==> src/sv/assert_macros.svh <==
// Assertion helpers, clocked and held off during reset
`ifndef ASSERT_MACROS_SVH
`define ASSERT_MACROS_SVH

// Same-cycle implication
`define ASSERT_SAME(label, clk, rst_n, ante, cons) \
    label: assert property (@(posedge clk) disable iff (!(rst_n)) (ante) |-> (cons)) \
        else $error("assertion failed: same-cycle implication");

// Next-cycle implication
`define ASSERT_NEXT(label, clk, rst_n, ante, cons) \
    label: assert property (@(posedge clk) disable iff (!(rst_n)) (ante) |=> (cons)) \
        else $error("assertion failed: next-cycle implication");

`endif

==> src/sv/btbb_pkg.sv <==
`default_nettype none

package btbb_pkg;

    localparam int MAX_DIM  = 4096;
    localparam int COORD_W  = 12;
    localparam int DIM_W    = 13;
    localparam int CHAN_W   = 8;

    localparam logic [DIM_W-1:0]  RESET_FRAME_WIDTH  = 13'd640;
    localparam logic [DIM_W-1:0]  RESET_FRAME_HEIGHT = 13'd480;
    localparam logic [CHAN_W-1:0] RESET_TOLERANCE    = 8'd0;

    typedef enum logic [1:0] {
        ST_ALL_BORDER = 2'd0,
        ST_NO_BORDER  = 2'd1,
        ST_CROP       = 2'd2
    } t_status;

    typedef enum logic [1:0] {
        CFG_TOLERANCE    = 2'd0,
        CFG_FRAME_WIDTH  = 2'd1,
        CFG_FRAME_HEIGHT = 2'd2
    } t_cfg_index;

    typedef struct packed {
        logic [CHAN_W-1:0] red;
        logic [CHAN_W-1:0] green;
        logic [CHAN_W-1:0] blue;
        logic [CHAN_W-1:0] alpha;
    } t_pixel;

    typedef struct packed {
        logic [CHAN_W-1:0] tolerance;
        logic [DIM_W-1:0]  frame_width;
        logic [DIM_W-1:0]  frame_height;
    } t_cfg;

    // Last valid index of a dimension: 0 acts as 1, oversize clamps to MAX_DIM
    function automatic logic [COORD_W-1:0] last_index(input logic [DIM_W-1:0] v);
        logic [COORD_W-1:0] r;
        if (v == '0) begin
            r = '0;
        end else if (v > DIM_W'(MAX_DIM)) begin
            r = COORD_W'(MAX_DIM - 1);
        end else begin
            r = COORD_W'(v - DIM_W'(1));
        end
        return r;
    endfunction

    function automatic logic chan_far(input logic [CHAN_W-1:0] a,
                                      input logic [CHAN_W-1:0] b,
                                      input logic [CHAN_W-1:0] tol);
        logic [CHAN_W-1:0] d;
        d = (a > b) ? (a - b) : (b - a);
        return d > tol;
    endfunction

endpackage

`default_nettype wire

==> src/sv/btbb_in_reg.sv <==
`default_nettype none

module btbb_in_reg
    import btbb_pkg::*;
(
    input  wire logic   i_clk,
    input  wire logic   i_rst_n,
    input  wire logic   i_in_valid,
    output logic        o_in_stall,
    input  wire t_pixel i_pixel,
    input  wire logic   i_take,
    output logic        o_valid,
    output t_pixel      o_pixel
);

    logic   r_valid;
    t_pixel r_pixel;

    assign o_in_stall = r_valid && !i_take;
    assign o_valid    = r_valid;
    assign o_pixel    = r_pixel;

    always_ff @(posedge i_clk) begin
        if (!i_rst_n) begin
            r_valid <= 1'b0;
        end else if (!o_in_stall) begin
            r_valid <= i_in_valid;
        end
    end

    always_ff @(posedge i_clk) begin
        if (!o_in_stall && i_in_valid) begin
            r_pixel <= i_pixel;
        end
    end

endmodule

`default_nettype wire

==> src/sv/btbb_tracker.sv <==
`default_nettype none

module btbb_tracker
    import btbb_pkg::*;
(
    input  wire logic               i_clk,
    input  wire logic               i_rst_n,
    input  wire t_cfg               i_cfg,
    input  wire logic               i_valid,
    input  wire t_pixel             i_pixel,
    output logic                    o_take,
    output logic                    o_out_valid,
    input  wire logic               i_out_stall,
    output t_status                 o_status,
    output logic [COORD_W-1:0]      o_left,
    output logic [COORD_W-1:0]      o_top,
    output logic [DIM_W-1:0]        o_crop_width,
    output logic [DIM_W-1:0]        o_crop_height
);

    logic [COORD_W-1:0] r_col, r_row, r_minc, r_maxc, r_minr, r_maxr;
    logic [COORD_W-1:0] n_col, n_row, n_minc, n_maxc, n_minr, n_maxr;
    logic               r_seen, n_seen;
    t_pixel             r_border, n_border;
    logic               r_out_valid, n_out_valid;
    t_status            r_status, n_status;
    logic [COORD_W-1:0] r_left, n_left, r_top, n_top;
    logic [DIM_W-1:0]   r_cw, n_cw, r_ch, n_ch;

    logic [COORD_W-1:0] w_last, h_last, bminc, bmaxc, bminr, bmaxr;
    logic               first, content, row_end, frame_end, adv, bseen;

    assign o_take = !r_out_valid || !i_out_stall;
    assign adv    = i_valid && o_take;

    assign o_out_valid   = r_out_valid;
    assign o_status      = r_status;
    assign o_left        = r_left;
    assign o_top         = r_top;
    assign o_crop_width  = r_cw;
    assign o_crop_height = r_ch;

    always_comb begin
        w_last = last_index(i_cfg.frame_width);
        h_last = last_index(i_cfg.frame_height);
        first  = (r_col == '0) && (r_row == '0);
        // first pixel is its own border colour, never content
        content = !first && (
            chan_far(i_pixel.red,   r_border.red,   i_cfg.tolerance) ||
            chan_far(i_pixel.green, r_border.green, i_cfg.tolerance) ||
            chan_far(i_pixel.blue,  r_border.blue,  i_cfg.tolerance) ||
            chan_far(i_pixel.alpha, r_border.alpha, i_cfg.tolerance));

        bseen = r_seen || content;
        bminc = r_minc;
        bmaxc = r_maxc;
        bminr = r_minr;
        bmaxr = r_maxr;
        if (content && !r_seen) begin
            bminc = r_col;
            bmaxc = r_col;
            bminr = r_row;
            bmaxr = r_row;
        end else if (content) begin
            if (r_col < r_minc) bminc = r_col;
            if (r_col > r_maxc) bmaxc = r_col;
            if (r_row < r_minr) bminr = r_row;
            if (r_row > r_maxr) bmaxr = r_row;
        end

        row_end   = r_col >= w_last;
        frame_end = row_end && (r_row >= h_last);

        n_border = first ? i_pixel : r_border;
        n_col    = row_end ? '0 : r_col + COORD_W'(1);
        n_row    = frame_end ? '0 : (row_end ? r_row + COORD_W'(1) : r_row);
        n_seen   = frame_end ? 1'b0 : bseen;
        n_minc   = frame_end ? '0 : bminc;
        n_maxc   = frame_end ? '0 : bmaxc;
        n_minr   = frame_end ? '0 : bminr;
        n_maxr   = frame_end ? '0 : bmaxr;

        n_left = '0;
        n_top  = '0;
        n_cw   = {1'b0, w_last} + DIM_W'(1);
        n_ch   = {1'b0, h_last} + DIM_W'(1);
        if (!bseen) begin
            n_status = ST_ALL_BORDER;
        end else if (bminc == '0 && bminr == '0 && bmaxc == w_last && bmaxr == h_last) begin
            n_status = ST_NO_BORDER;
        end else begin
            n_status = ST_CROP;
            n_left   = bminc;
            n_top    = bminr;
            n_cw     = {1'b0, bmaxc} - {1'b0, bminc} + DIM_W'(1);
            n_ch     = {1'b0, bmaxr} - {1'b0, bminr} + DIM_W'(1);
        end

        n_out_valid = o_take ? (adv && frame_end) : r_out_valid;
    end

    always_ff @(posedge i_clk) begin
        if (!i_rst_n) begin
            r_col       <= '0;
            r_row       <= '0;
            r_seen      <= 1'b0;
            r_minc      <= '0;
            r_maxc      <= '0;
            r_minr      <= '0;
            r_maxr      <= '0;
            r_out_valid <= 1'b0;
        end else begin
            r_out_valid <= n_out_valid;
            if (adv) begin
                r_col  <= n_col;
                r_row  <= n_row;
                r_seen <= n_seen;
                r_minc <= n_minc;
                r_maxc <= n_maxc;
                r_minr <= n_minr;
                r_maxr <= n_maxr;
            end
        end
    end

    always_ff @(posedge i_clk) begin
        if (adv) begin
            r_border <= n_border;
        end
        if (adv && frame_end) begin
            r_status <= n_status;
            r_left   <= n_left;
            r_top    <= n_top;
            r_cw     <= n_cw;
            r_ch     <= n_ch;
        end
    end

endmodule

`default_nettype wire

==> src/sv/border_trim_bounding_box.sv <==
// Border trim bounding box: takes one pixel per clock in raster order and,
// on the last pixel of each frame (from the configured width and height),
// gives one result: all border colour, no uniform border, or the crop
// rectangle of the content. Sustained rate is one pixel per cycle unless
// the output stalls; a pixel passes an input register and the box update
// into the result register, loaded as a frame's last pixel is taken. Input
// stall rises only while a result is held by a stalled output. The
// configuration port is always ready; write it only between frames.
`default_nettype none

module border_trim_bounding_box
    import btbb_pkg::*;
(
    input  wire logic               i_clk,
    input  wire logic               i_rst_n,
    input  wire logic               i_cfg_valid,
    output logic                    o_cfg_ready,
    input  wire logic [1:0]         i_cfg_index,
    input  wire logic [DIM_W-1:0]   i_cfg_data,
    input  wire logic               i_in_valid,
    output logic                    o_in_stall,
    input  wire logic [CHAN_W-1:0]  i_red,
    input  wire logic [CHAN_W-1:0]  i_green,
    input  wire logic [CHAN_W-1:0]  i_blue,
    input  wire logic [CHAN_W-1:0]  i_alpha,
    output logic                    o_out_valid,
    input  wire logic               i_out_stall,
    output logic [1:0]              o_status,
    output logic [COORD_W-1:0]      o_left,
    output logic [COORD_W-1:0]      o_top,
    output logic [DIM_W-1:0]        o_crop_width,
    output logic [DIM_W-1:0]        o_crop_height
);

    `include "assert_macros.svh"

    t_cfg    r_cfg;
    t_pixel  in_pixel, st_pixel;
    logic    st_valid, take;
    t_status status;

    assign o_cfg_ready = 1'b1;
    assign in_pixel    = '{red: i_red, green: i_green, blue: i_blue, alpha: i_alpha};
    assign o_status    = status;

    always_ff @(posedge i_clk) begin
        if (!i_rst_n) begin
            r_cfg.tolerance    <= RESET_TOLERANCE;
            r_cfg.frame_width  <= RESET_FRAME_WIDTH;
            r_cfg.frame_height <= RESET_FRAME_HEIGHT;
        end else if (i_cfg_valid && o_cfg_ready) begin
            case (i_cfg_index)
                CFG_TOLERANCE:    r_cfg.tolerance    <= i_cfg_data[CHAN_W-1:0];
                CFG_FRAME_WIDTH:  r_cfg.frame_width  <= i_cfg_data;
                CFG_FRAME_HEIGHT: r_cfg.frame_height <= i_cfg_data;
                default: begin
                end
            endcase
        end
    end

    btbb_in_reg u_in_reg (
        .i_clk      (i_clk),
        .i_rst_n    (i_rst_n),
        .i_in_valid (i_in_valid),
        .o_in_stall (o_in_stall),
        .i_pixel    (in_pixel),
        .i_take     (take),
        .o_valid    (st_valid),
        .o_pixel    (st_pixel)
    );

    btbb_tracker u_tracker (
        .i_clk         (i_clk),
        .i_rst_n       (i_rst_n),
        .i_cfg         (r_cfg),
        .i_valid       (st_valid),
        .i_pixel       (st_pixel),
        .o_take        (take),
        .o_out_valid   (o_out_valid),
        .i_out_stall   (i_out_stall),
        .o_status      (status),
        .o_left        (o_left),
        .o_top         (o_top),
        .o_crop_width  (o_crop_width),
        .o_crop_height (o_crop_height)
    );

    `ASSERT_SAME(a_stall_cause, i_clk, i_rst_n, o_in_stall, o_out_valid && i_out_stall)
    `ASSERT_SAME(a_origin_no_crop, i_clk, i_rst_n, o_out_valid && (o_status != ST_CROP), o_left == '0 && o_top == '0)
    `ASSERT_SAME(a_crop_fits, i_clk, i_rst_n, o_out_valid && (o_status == ST_CROP), (o_crop_width != '0) && (o_crop_height != '0) && (14'(o_left) + 14'(o_crop_width) <= 14'(MAX_DIM)))
    `ASSERT_NEXT(a_result_kept, i_clk, i_rst_n, o_out_valid && i_out_stall, o_out_valid && $stable(o_status) && $stable(o_crop_width))

endmodule

`default_nettype wire
==> config.mk <==
export PLATFORM = sky130hd
export DESIGN_NAME = border_trim_bounding_box
export DESIGN_NICKNAME = d
export VERILOG_FILES = /design/src/sv/btbb_pkg.sv /design/src/sv/btbb_in_reg.sv /design/src/sv/btbb_tracker.sv /design/src/sv/border_trim_bounding_box.sv
export VERILOG_INCLUDE_DIRS = /design/src /design/src/sv
export SDC_FILE = /design/constraint.sdc
export NUM_CORES = 1
export LEC_CHECK = 0
export BUFFER_PORTS_ARGS = -buffer_cell sky130_fd_sc_hd__buf_2
export CAP_MARGIN = 5
export CORE_ASPECT_RATIO = 1.2
export CORE_UTILIZATION = 63
export DETAILED_ROUTE_END_ITERATION = 8
export PLACE_DENSITY = 0.82
export SLEW_MARGIN = 20
export SYNTH_ARGS = -nofsm -noshare
export SYNTH_HDL_FRONTEND = slang
export SYNTH_SLANG_ARGS = --single-unit
==> constraint.sdc <==
create_clock -name i_clk -period 11.1 [get_ports i_clk]
set_input_delay 1.11 -clock i_clk [delete_from_list [all_inputs] [get_ports i_clk]]
set_output_delay 1.11 -clock i_clk [all_outputs]
set_load 0.1 [all_outputs]
==> impl_metrics.csv <==
group,metric,value,unit
detailed_routing,wl_per_cell,18.9,um
power,intPower,1.65,mW
synthesis,ys.warnings.count,0,
min_path,hold_class,"register to register",
setup_path,crit_slowest_cell,"o2111ai_1",
synthesis,syn_nets,2147,
cts,clock-sinks,225,
outcome,status,"complete, no violations",
power,p_per_area,127,nW/um^2
synthesis,netlist_instances,1869,
detailed_routing,vias,14100,
synthesis,avgSynthCellArea,9.02,um^2
detailed_routing,firstDrtPassIters,6,
timing,worst_pin_slew,1050,ps
min_path,hold_end,"u_tracker.r_border[23]",
global_route,grt_pass1_wl,69900,um
synthesis,synthTopCellsByArea,"edfxtp_1 (21%), ha_1 (16%), dfxtp_1 (13%)",
synthesis,synth.top_cells.by_count,"ha_1 (216), inv_1 (179), nand2_1 (176)",
synthesis,synth-compound-area-share,0.160,
die,dieHeight,181,um
synthesis,syn_area,16900,um^2
job,max_cap_violations,0,
cts,root_buffer,"clkbuf_16",
cts,cts_buffer_depth,3,
synthesis,synthAdderAreaFrac,0.173,
timing,setup_viol,0,
placed_design,hpwl,32300,um
global_route,grt_pass1_vias,13900,
setup_path,path_common_cell,"a21o_1",
synthesis,synthMuxAreaShare,0.0559,
power,pwr-share-clk,0.379,
timing,fmax,115,MHz
synthesis,synth-edff-count,116,
die,die_area,27400,um^2
min_path,hp-start,"u_in_reg.o_pixel[23]",
detailed_routing,wl,43400,um
power,p_leak,8.01,nW
final_layout,area_growth,9.73,%
die,start_util,0.642,
cts,clock_latency,540,ps
detailed_routing,detail-route-antenna-nets,0,
global_route,grt.total_usage,0.320,
synthesis,synth-main-ff-cell,"edfxtp_1",
final_layout,layout.nets,2219,
die,die_w,151,um
power,switching_share,0.299,
timing,fin_hold_ws,470,ps
setup_path,r2r_start,"u_in_reg.o_pixel[16]",
timing,finClkSkew,16.3,ps
cts,cts_resized,0,
die,fp-row-count,65,
setup_path,path_class,"register to register",
power,power.net_switching,0.704,mW
synthesis,synthSimpleGateAreaFrac,0.158,
power,vdd_ir_drop_max,0.000115,V
setup_path,reg2reg_depth,34,
setup_path,r2r_end,"u_tracker.o_crop_width[12]",
timing,post-route-period-util,0.782,
synthesis,synth_seq_cells,225,
die,core_region_area,26300,um^2
min_path,hold_path_depth,0,
setup_path,worst_ep_arrival_time,8950,ps
power,power_frac_seq,0.393,
detailed_routing,drt-initial-drc-count,1117,
final_layout,drive_gt1_frac,0.106,
placed_design,gp_congestion,0.935,
timing,relSlewSlack,0.296,
detailed_routing,drc,0,
power,pwr-share-comb,0.228,
setup_path,rrSetupSlack,2420,ps
timing,finalMaxSlewViolations,0,
timing,hold_viol,0,
timing,finalCriticalPeriod,8680,ps
cts,htree_levels,1,
timing,grt_setup_unrepaired,"false",
cts,ctsHoldBuffers,0,
setup_path,worstPathMaxFanout,15,
synthesis,synth_top_family_by_area,"adder cells",
placed_design,numPortBuffers,105,
global_route,antenna_found_initial,1,
die,pin_count,107,
setup_path,worstSetupStartpointType,"register",
synthesis,synth_xor_area_frac,0.0571,
cts,cts_buffers,25,
global_route,grt_max_degree,56,
final_layout,final_core_util,0.705,
setup_path,cp.required,11370,ps
detailed_routing,vias_per_cell,6.14,
global_route,overflow,0,
setup_path,crit_path_max_incr_delay,500,ps
synthesis,ys_types,89,
setup_path,endpoint_kind,"register",
timing,tns,0,ps
synthesis,postSynth.asyncResetShare,0,
synthesis,ys_seq_area_frac,0.336,
synthesis,yosysMostFrequentCell,"ha_1",
synthesis,synth_largest_area_cell,"edfxtp_1",
cts,clk_pin_slew,60,ps
cts,cts_tree,"yes",
power,p_total,2.35,mW
synthesis,synth_top_area_frac,0.207,
cts,postCtsSetupBuffers,0,
[cells by family after synthesis]
kind of cell / after synthesis
simple gates: 546
fa+ha+maj: 227
buf+inv: 256
flops: 225
xor+xnor: 110
mux: 91
compound gates: 413
other cells: 1
[through the flow]
step	instance area (um^2)	worst slack (ps)	cells
2_1_floorplan	16900	3360	1869
3_3_place_gp	17600	2950	2249
3_5_place_dp	17600	2660	2249
4_1_cts	18500	2570	2294
5_1_grt	18500	1920	2295
6_report	18500	2420	2295
[how the worst max path moves through the flow]
| stage | from | endpoint | slack, ps | cells past startpoint |
|---|---|---|---|---|
| floorplan | u_in_reg.o_pixel[16] | u_tracker.o_crop_height[11] | 3360 | 42 |
| global placement | u_in_reg.o_pixel[16] | u_tracker.o_crop_width[12] | 2950 | 34 |
| detailed placement | u_in_reg.o_pixel[16] | u_tracker.o_crop_width[12] | 2660 | 34 |
| CTS | u_in_reg.o_pixel[16] | u_tracker.o_crop_width[12] | 2570 | 34 |
| global route | u_in_reg.o_pixel[16] | u_tracker.o_crop_width[12] | 1920 | 34 |
| finish | u_in_reg.o_pixel[16] | u_tracker.o_crop_width[12] | 2420 | 34 |
[power groups by stage]
stage / combinational (mW) / sequential, mW / clock [mW]
CTS: 0.528 / 0.925 / 0.900
global route: 0.595 / 0.928 / 0.929
global placement: 0.504 / 0.941 / 0
detailed placement: 0.523 / 0.943 / 0
finish: 0.537 / 0.925 / 0.891
floorplan: 0.405 / 0.934 / 0
[cell usage in the layout, fill, tap and decap left out, types with 34 or more instances in the layout]
master and n:
a21o_1 38, a21oi_1 96, buf_2 105, o21ai_0 97, nor2b_1 36, nor2_1 128
xor2_1 44, xnor2_1 66, inv_1 178, dfxtp_1 109, nor3_1 34, nand2_1 176
mux2i_1 68, edfxtp_1 116, ha_1 216
[final cells by class]
class / count / area [um^2]
diodes: 1 / 2.50
multi-input cells: 1388 / 10200
repair buffers: 120 / 638
clock inverters: 11 / 105
flip-flops and latches: 225 / 5670
inverters: 181 / 684
well taps: 335 / 419
clock buffers: 34 / 786
fillers: 2015 / 7760
[worst max-delay path, delay by kind of cell (launching register included)]
family | cells | cell delay [ps]
xor+xnor | 2 | 350
flops | 1 | 410
buf+inv | 3 | 470
simple gates | 3 | 660
compound gates | 18 | 4220
fa+ha+maj | 5 | 1460
mux | 3 | 850
[registers in the layout, summed over array words and instances, names as in the netlist, 2 cells and up]
name                     cells
r_cfg                       34
u_in_reg.o_pixel            32
u_tracker.r_border          32
u_tracker.o_crop_height     13
u_tracker.o_crop_width      13
u_tracker.o_left            12
u_tracker.o_top             12
u_tracker.r_col             12
u_tracker.r_maxc            12
u_tracker.r_maxr            12
u_tracker.r_minc            12
u_tracker.r_minr            12
u_tracker.r_row             12
u_tracker.o_status           2
[per-layer routing]
metal  vias up  global-route usage  part of all wire
met5         -                   0                 0
met4         0               0.138             0.045
met3       146              0.0417             0.058
met2       528               0.538              0.47
met1      6615               0.405              0.42
li1       6805                   -                 -
Note: power is estimated with default switching activity, not from simulation.
